`src/iote_pkg.sv`:
```
// Shared types and constants for the IPv4 option TLV extractor.
package iote_pkg;

    localparam int MAX_CAPTURE_BYTES = 8;
    localparam int MAX_AREA_BYTES    = 40;

    localparam logic [7:0] PROTO_UDP   = 8'd17;
    localparam logic [7:0] OPT_END     = 8'd0;
    localparam logic [7:0] OPT_NOP     = 8'd1;
    localparam logic [7:0] MIN_OPT_LEN = 8'd2;

    // configuration register indexes
    localparam logic CFG_CODE = 1'b0;
    localparam logic CFG_LEN  = 1'b1;

    typedef enum logic [4:0] {
        PH_TYPE = 5'b00001,
        PH_LEN  = 5'b00010,
        PH_SKIP = 5'b00100,
        PH_CAPT = 5'b01000,
        PH_DONE = 5'b10000
    } t_phase;

    typedef enum logic [1:0] {
        ST_NONE   = 2'd0,
        ST_CAPT   = 2'd1,
        ST_BAD    = 2'd2,
        ST_NOTUDP = 2'd3
    } t_status;

    typedef struct packed {
        logic [7:0]  option_byte;
        logic [5:0]  area_length;
        logic        first_item;
        logic        last_item;
        logic [7:0]  protocol_number;
        logic [31:0] source_address;
        logic [31:0] destination_address;
        logic [15:0] source_port;
        logic [15:0] destination_port;
    } t_in_beat;

    typedef struct packed {
        logic [1:0]  parse_status;
        logic [63:0] captured_option;
        logic [31:0] packet_source_address;
        logic [31:0] packet_destination_address;
        logic [15:0] packet_source_port;
        logic [15:0] packet_destination_port;
    } t_out_beat;

    typedef struct packed {
        logic [7:0] code;
        logic [3:0] length;
    } t_cfg;

    typedef struct packed {
        logic      valid;
        t_out_beat beat;
    } t_walk_res;

endpackage

```
`src/iote_walk.sv`:
```
// Option walk state and per-beat next-state logic.
module iote_walk (
    input  logic               i_clk,
    input  logic               i_rst_n,
    input  logic               i_accept,
    input  iote_pkg::t_in_beat i_beat,
    input  iote_pkg::t_cfg     i_cfg,
    output iote_pkg::t_walk_res o_res
);

    iote_pkg::t_phase  r_ph,    n_ph,    c_ph;
    iote_pkg::t_status r_st,    n_st,    c_st;
    logic [5:0]        r_abl,   n_abl,   c_abl;
    logic [5:0]        r_obl,   n_obl,   c_obl;
    logic [2:0]        r_cpos,  n_cpos,  c_cpos;
    logic [63:0]       r_cap,   n_cap,   c_cap;
    logic [7:0]        r_ctype, n_ctype, c_ctype;

    logic [7:0]        b;
    logic [5:0]        alen_sat;
    logic [7:0]        left_p1;
    logic [7:0]        b_m2;
    logic [5:0]        obl_dec;
    iote_pkg::t_status fin_st;

    assign b = i_beat.option_byte;

    always_comb begin
        c_ph    = r_ph;
        c_st    = r_st;
        c_abl   = r_abl;
        c_obl   = r_obl;
        c_cpos  = r_cpos;
        c_cap   = r_cap;
        c_ctype = r_ctype;

        alen_sat = (i_beat.area_length > 6'(iote_pkg::MAX_AREA_BYTES)) ?
                   6'(iote_pkg::MAX_AREA_BYTES) : i_beat.area_length;

        if (i_beat.first_item) begin
            c_abl   = alen_sat;
            c_obl   = '0;
            c_cpos  = '0;
            c_cap   = '0;
            c_ctype = '0;
            c_st    = iote_pkg::ST_NONE;
            c_ph    = (alen_sat == '0) ? iote_pkg::PH_DONE : iote_pkg::PH_TYPE;
        end

        n_ph    = c_ph;
        n_st    = c_st;
        n_abl   = c_abl;
        n_obl   = c_obl;
        n_cpos  = c_cpos;
        n_cap   = c_cap;
        n_ctype = c_ctype;

        left_p1 = {2'b00, c_abl} + 8'd1;   // type byte was one more area byte
        b_m2    = b - iote_pkg::MIN_OPT_LEN;
        obl_dec = c_obl - 6'd1;

        if (c_abl != '0 && c_ph != iote_pkg::PH_DONE) begin
            case (c_ph)
                iote_pkg::PH_TYPE: begin
                    if (b == iote_pkg::OPT_END) begin
                        n_st = iote_pkg::ST_NONE;
                        n_ph = iote_pkg::PH_DONE;
                    end else if (b != iote_pkg::OPT_NOP) begin
                        if ({2'b00, c_abl} < iote_pkg::MIN_OPT_LEN) begin
                            n_st = iote_pkg::ST_BAD;
                            n_ph = iote_pkg::PH_DONE;
                        end else begin
                            n_ctype = b;
                            n_ph    = iote_pkg::PH_LEN;
                        end
                    end
                end
                iote_pkg::PH_LEN: begin
                    n_obl = b_m2[5:0];
                    if (b < iote_pkg::MIN_OPT_LEN || b > left_p1) begin
                        n_obl = c_obl;
                        n_st  = iote_pkg::ST_BAD;
                        n_ph  = iote_pkg::PH_DONE;
                    end else if (c_ctype == i_cfg.code && b == {4'b0000, i_cfg.length} &&
                                 b <= 8'(iote_pkg::MAX_CAPTURE_BYTES)) begin
                        n_cap  = {48'd0, b, c_ctype};
                        n_cpos = 3'd2;
                        if (b_m2[5:0] == '0) begin
                            n_st = iote_pkg::ST_CAPT;
                            n_ph = iote_pkg::PH_DONE;
                        end else begin
                            n_ph = iote_pkg::PH_CAPT;
                        end
                    end else begin
                        n_ph = (b_m2[5:0] == '0) ? iote_pkg::PH_TYPE : iote_pkg::PH_SKIP;
                    end
                end
                iote_pkg::PH_SKIP: begin
                    n_obl = obl_dec;
                    if (obl_dec == '0) begin
                        n_ph = iote_pkg::PH_TYPE;
                    end
                end
                iote_pkg::PH_CAPT: begin
                    for (int k = 0; k < 8; k++) begin
                        if (3'(k) == c_cpos) begin
                            n_cap[k*8 +: 8] = c_cap[k*8 +: 8] | b;
                        end
                    end
                    n_cpos = c_cpos + 3'd1;
                    n_obl  = obl_dec;
                    if (obl_dec == '0) begin
                        n_st = iote_pkg::ST_CAPT;
                        n_ph = iote_pkg::PH_DONE;
                    end
                end
                default: ;
            endcase

            n_abl = c_abl - 6'd1;
            if (n_abl == '0 && n_ph == iote_pkg::PH_TYPE) begin
                n_st = iote_pkg::ST_NONE;
                n_ph = iote_pkg::PH_DONE;
            end
        end

        // a packet that ends mid-walk is truncated
        fin_st = (n_ph != iote_pkg::PH_DONE) ? iote_pkg::ST_BAD : n_st;

        o_res.valid      = i_accept & i_beat.last_item;
        o_res.beat.parse_status = (i_beat.protocol_number != iote_pkg::PROTO_UDP) ?
                                  iote_pkg::ST_NOTUDP : fin_st;
        o_res.beat.captured_option = (o_res.beat.parse_status == iote_pkg::ST_CAPT) ?
                                     n_cap : 64'd0;
        o_res.beat.packet_source_address      = i_beat.source_address;
        o_res.beat.packet_destination_address = i_beat.destination_address;
        o_res.beat.packet_source_port         = i_beat.source_port;
        o_res.beat.packet_destination_port    = i_beat.destination_port;

        if (i_beat.last_item) begin
            n_st  = fin_st;
            n_ph  = iote_pkg::PH_DONE;
            n_abl = '0;
        end
    end

    always_ff @(posedge i_clk) begin
        if (!i_rst_n) begin
            r_ph    <= iote_pkg::PH_TYPE;
            r_st    <= iote_pkg::ST_NONE;
            r_abl   <= '0;
            r_obl   <= '0;
            r_cpos  <= '0;
            r_cap   <= '0;
            r_ctype <= '0;
        end else if (i_accept) begin
            r_ph    <= n_ph;
            r_st    <= n_st;
            r_abl   <= n_abl;
            r_obl   <= n_obl;
            r_cpos  <= n_cpos;
            r_cap   <= n_cap;
            r_ctype <= n_ctype;
        end
    end

endmodule

```
`src/iote_out_reg.sv`:
```
// Result register holding one packet result until taken downstream.
module iote_out_reg (
    input  logic                i_clk,
    input  logic                i_rst_n,
    input  iote_pkg::t_walk_res i_res,
    input  logic                i_out_stall,
    output logic                o_out_valid,
    output iote_pkg::t_out_beat o_out
);

    logic                r_valid;
    iote_pkg::t_out_beat r_beat;

    always_ff @(posedge i_clk) begin
        if (!i_rst_n) begin
            r_valid <= 1'b0;
        end else if (i_res.valid) begin
            r_valid <= 1'b1;
        end else if (!i_out_stall) begin
            r_valid <= 1'b0;
        end
    end

    always_ff @(posedge i_clk) begin
        if (i_res.valid) begin
            r_beat <= i_res.beat;
        end
    end

    assign o_out_valid = r_valid;
    assign o_out       = r_beat;

endmodule

```
`src/ip_option_tlv_extractor_unit.sv`:
```
// IPv4 option TLV extractor: one options byte per beat, one result per packet.
// The result is registered and appears in the cycle after the packet's last beat is accepted.
// Throughput: 1 beat per cycle unless the input stalls; the walk state advances in a single pass per beat.
// Input stalls only on a last beat while the previous result is held stalled.
// Reset (synchronous, active low): walk idle, no result pending, code 31, length 8.
module ip_option_tlv_extractor_unit (
    input  logic                i_clk,
    input  logic                i_rst_n,
    input  logic                i_in_valid,
    output logic                o_in_stall,
    input  iote_pkg::t_in_beat  i_in,
    output logic                o_out_valid,
    input  logic                i_out_stall,
    output iote_pkg::t_out_beat o_out,
    input  logic                i_cfg_we,
    input  logic                i_cfg_index,
    input  logic [7:0]          i_cfg_data
);

    iote_pkg::t_cfg      r_cfg;
    iote_pkg::t_walk_res walk_res;
    logic                in_accept;

    always_ff @(posedge i_clk) begin
        if (!i_rst_n) begin
            r_cfg.code   <= 8'd31;
            r_cfg.length <= 4'd8;
        end else if (i_cfg_we) begin
            case (i_cfg_index)
                iote_pkg::CFG_CODE: r_cfg.code   <= i_cfg_data;
                iote_pkg::CFG_LEN:  r_cfg.length <= i_cfg_data[3:0];
                default: ;
            endcase
        end
    end

    // only a result-producing beat has to wait for the result register
    assign o_in_stall = o_out_valid & i_out_stall & i_in.last_item;
    assign in_accept  = i_in_valid & ~o_in_stall;

    iote_walk u_walk (
        .i_clk    (i_clk),
        .i_rst_n  (i_rst_n),
        .i_accept (in_accept),
        .i_beat   (i_in),
        .i_cfg    (r_cfg),
        .o_res    (walk_res)
    );

    iote_out_reg u_out_reg (
        .i_clk       (i_clk),
        .i_rst_n     (i_rst_n),
        .i_res       (walk_res),
        .i_out_stall (i_out_stall),
        .o_out_valid (o_out_valid),
        .o_out       (o_out)
    );

    a_result_follows_last: assert property (@(posedge i_clk) disable iff (!i_rst_n)
        (in_accept && i_in.last_item) |=> o_out_valid)
        else $error("no result after accepted last beat");

    a_capture_zero: assert property (@(posedge i_clk) disable iff (!i_rst_n)
        (o_out_valid && o_out.parse_status != iote_pkg::ST_CAPT) |->
        (o_out.captured_option == 64'd0))
        else $error("captured bytes without capture status");

    a_not_udp: assert property (@(posedge i_clk) disable iff (!i_rst_n)
        (in_accept && i_in.last_item && i_in.protocol_number != iote_pkg::PROTO_UDP) |=>
        (o_out.parse_status == iote_pkg::ST_NOTUDP))
        else $error("non-UDP packet without not-UDP status");

endmodule
```
`config.mk`:
```
export PLATFORM = sky130hd
export DESIGN_NAME = ip_option_tlv_extractor_unit
export DESIGN_NICKNAME = d
export VERILOG_FILES = /design/src/iote_pkg.sv /design/src/iote_walk.sv /design/src/iote_out_reg.sv /design/src/ip_option_tlv_extractor_unit.sv
export SDC_FILE = /design/constraint.sdc
export NUM_CORES = 1
export LEC_CHECK = 0
export ABC_AREA = 1
export BUFFER_PORTS_ARGS = -buffer_cell sky130_fd_sc_hd__clkbuf_2
export CORE_ASPECT_RATIO = 1.4
export CORE_UTILIZATION = 30
export CTS_CLUSTER_DIAMETER = 200
export CTS_CLUSTER_SIZE = 20
export DETAILED_ROUTE_END_ITERATION = 6
export GPL_TIMING_DRIVEN = 0
export MAX_ROUTING_LAYER = met4
export PLACE_DENSITY = 0.54
export SKIP_CTS_REPAIR_TIMING = 1
export SLEW_MARGIN = 0
export SYNTH_ARGS = -nofsm -noshare
export SYNTH_HDL_FRONTEND = slang
export SYNTH_SLANG_ARGS = --single-unit
```
`constraint.sdc`:
```
create_clock -name i_clk -period 5.3 [get_ports i_clk]
set_clock_uncertainty 0.05 [all_clocks]
set_input_delay 0.53 -clock i_clk [delete_from_list [all_inputs] [get_ports i_clk]]
set_output_delay 0.53 -clock i_clk [all_outputs]
set_load 0.005 [all_outputs]
```
==> impl_metrics.json <==
{
  "finalHoldViolCount": 0,
  "status": "finished, final reports clean",
  "grt_util_all_layers_pct": 21.4,
  "grt-busiest-layer": "met2",
  "core_um2": 41500,
  "synthesis.nets": 1524,
  "clkSinkCount": 269,
  "die_x_um": 176,
  "cts_tree": "yes",
  "synth-async-reset-ratio_pct": 0,
  "endpoint_kind": "register",
  "gp_congestion": 0.918,
  "cp-start-kind": "primary input",
  "synth_top_family_by_area": "simple AND/OR/NAND/NOR gates",
  "ys_types": 45,
  "nets": 1840,
  "synth_fa_ha_area_share_pct": 1.87,
  "synthSimpleGateAreaFrac_pct": 19.9,
  "grt_pass1_vias": 10910,
  "synth_compound_area_share_pct": 15.3,
  "met2_usage_pct": 38.0,
  "synth_area_um2": 12700,
  "worst_pin_slew_ps": 969,
  "drc": 0,
  "io_buffers": 296,
  "syn_area_per_cell_um2": 9.27,
  "start_util_pct": 30.6,
  "fin_crit_ps": 4750,
  "p_per_area_nw_per_um2": 278,
  "crit_required_ps": 5530,
  "grt_max_degree": 136,
  "slew_headroom_pct": 35.4,
  "path_cells": "clkbuf_2, inv_2, buf_2, clkbuf_1, clkbuf_1, nand2_1, ha_1, nand2_1, nand2_1, inv_1, nand2_1, nor2_1, nand3_1, nand2_1, nand2_1, nand3_1, nand2_1, nand3_1, nand3_1, buf_2, buf_2, nor3_1",
  "yosysSeqAreaShare_pct": 55.1,
  "finalSetupViolCount": 0,
  "antenna_cells": 0,
  "overflow": 0,
  "use_met1_pct": 23.4,
  "antenna_found_initial": 3,
  "critPathMaxStageDelay_ps": 490,
  "hpwlAfterDp_mm": 35.4,
  "drt-initial-drc-count": 825,
  "slew_viol_final": 0,
  "arrival_ps": 4980,
  "synthToLayoutAreaGrowth_pct": 21.1,
  "path_clk_slew_ps": 90,
  "dp.cells": 2208,
  "min_path_type": "primary input to register",
  "final_cell_count_no_fill": 2237,
  "synth_edf_count": 162,
  "crit_fanout": 10,
  "viasPerCell": 5.04,
  "io_pins": 298,
  "grtUsageMet3_pct": 4.47,
  "drv_cap": 0,
  "crit_top_cell": "nand2_1",
  "synthMuxAreaShare_pct": 0,
  "synth_ff_type": "edfxtp_1",
  "fin_crit_sh_pct": 89.7,
  "synth_xor_area_share_pct": 0.414,
  "wl_per_cell_um": 20.6,
  "firstDrtPassIters": 6,
  "critPathBufInv": 8,
  "fp.dieH_um": 246,
  "worstSkewPairLatency_ps": 520,
  "fmaxAchievable_ghz": 0.210,
  "antenna_left": 0,
  "die-area_um2": 43200,
  "ir_drop_uv": 166,
  "layout-drive-gt1-share_pct": 24.7,
  "cts_buffers": 17,
  "crit_slowest_cell": "clkbuf_1",
  "drt-total-wl_mm": 46.2,
  "clock-root-buffer": "clkbuf_16",
  "ys_seq_elements": 269,
  "dr_total_vias": 11276,
  "hold_slack_ps": 143,
  "worst-setup-path-type": "primary input to register",
  "synthCells": 1371,
  "crit_family": "buffers and inverters",
  "rows": 88,
  "grt_pass1_wl_mm": 66.8,
  "grt_setup_unrepaired": "false",
  "leakagePower_uw": 0.00626,
  "yosys_warnings": 0,
  "h-tree-depth": 1,
  "clk_path_buf_depth": 3
}
[kinds of logic after synthesis]
group | count (synthesis)
compound gates | 323
xor+xnor | 6
fa+ha+maj | 19
buf+inv | 229
flops | 269
simple gates | 525
[report_power, final]
| group | switching, µW | internal, µW | total, µW |
|---|---|---|---|
| registers | 56.5 | 2320 | 2370 |
| clock network | 725 | 614 | 1340 |
| logic | 375 | 188 | 563 |
| total | 1160 | 3120 | 4270 |
[cells in the final DEF (no fill, tap or decap), drive strengths merged]
cell type,netlist,routed
a211oi,2,2
clkbuf,54,378
a41o,1,1
a221oi,1,1
o21a,1,1
a31oi,4,4
nand2,297,297
a21oi,106,106
a22oi,2,2
nor3b,7,7
a32o,36,36
buf,28,29
o31ai,17,17
nand3b,3,3
inv,145,145
edfxtp,162,162
nor2,85,85
clkinv,2,3
xnor2,1,1
o22ai,7,7
o211ai,26,26
xor2,5,5
o21ai,120,120
nor4,2,2
nand3,53,53
nand4,11,11
ha,19,19
or2,2,2
dfxtp,107,107
nor3,65,65
[metal layers]
layer	share of wire [%]	routed length (µm)
met4	3.6	1670
met3	7.6	3510
met1	39	17900
met5	0	0
met2	50	23100
[metrics by stage]
step,cell area (µm²),TNS (ps),total power [µW],util (%),setup slack [ps]
final,15400,0,4270,37.1,548
after global placement,14900,-322410,2980,35.8,-2010
after CTS,15400,0,4330,37.1,508
after detailed placement,14900,-15.0,2980,35.9,-5.84
after global routing,15400,0,4460,37.1,228
after floorplan,12700,0,2730,-,390
[cells in the mapped netlist (15+ instances only)]
master	n	area share (%)
nand2_1	294	8.7
o31ai_1	17	1.0
edfxtp_1	162	38
o21ai_0	110	4.3
nand3_1	52	2.0
a32o_1	36	2.8
ha_1	19	1.9
o211ai_1	26	1.5
clkbuf_1	54	1.6
a21oi_1	105	4.1
inv_1	136	4.0
dfxtp_1	107	17
nor2_1	80	2.4
buf_2	17	0.67
nor3_2	49	3.9
nor3_1	15	0.59
[path summary, 6_finish.rpt]
kind                                to  depth (start not counted)        startpoint  slack [ps]
setup / recovery  u_out_reg.o_out[103]                         22         i_in[105]         550
hold / removal     u_out_reg.o_out[31]                          1          i_in[31]         140
setup reg to reg  u_out_reg.o_out[103]                         19   u_walk.r_abl[0]        1190
hold reg to reg       u_walk.r_cpos[0]                          2  u_walk.r_cpos[0]         420
[cell type report]
cell class,instances,area [µm²]
clock inverters,1,16.3
well taps,540,676
repair buffers,297,1510
clock buffers,28,467
fillers,4279,26100
inverters,147,559
flip-flops and latches,269,7010
multi-input cells,873,4770
plain buffers,82,385
[state kept, by name, summed over array words and instances (netlist names)]
signal	flops
u_walk.r_st	2
u_out_reg.o_out	162
u_walk.r_cap	64
u_walk.r_ctype	8
u_walk.r_obl	6
u_walk.r_ph	5
r_cfg	12
u_walk.r_cpos	3
u_walk.r_abl	6
u_out_reg.o_out_valid	1
Note: power is estimated with default switching activity, not from simulation.
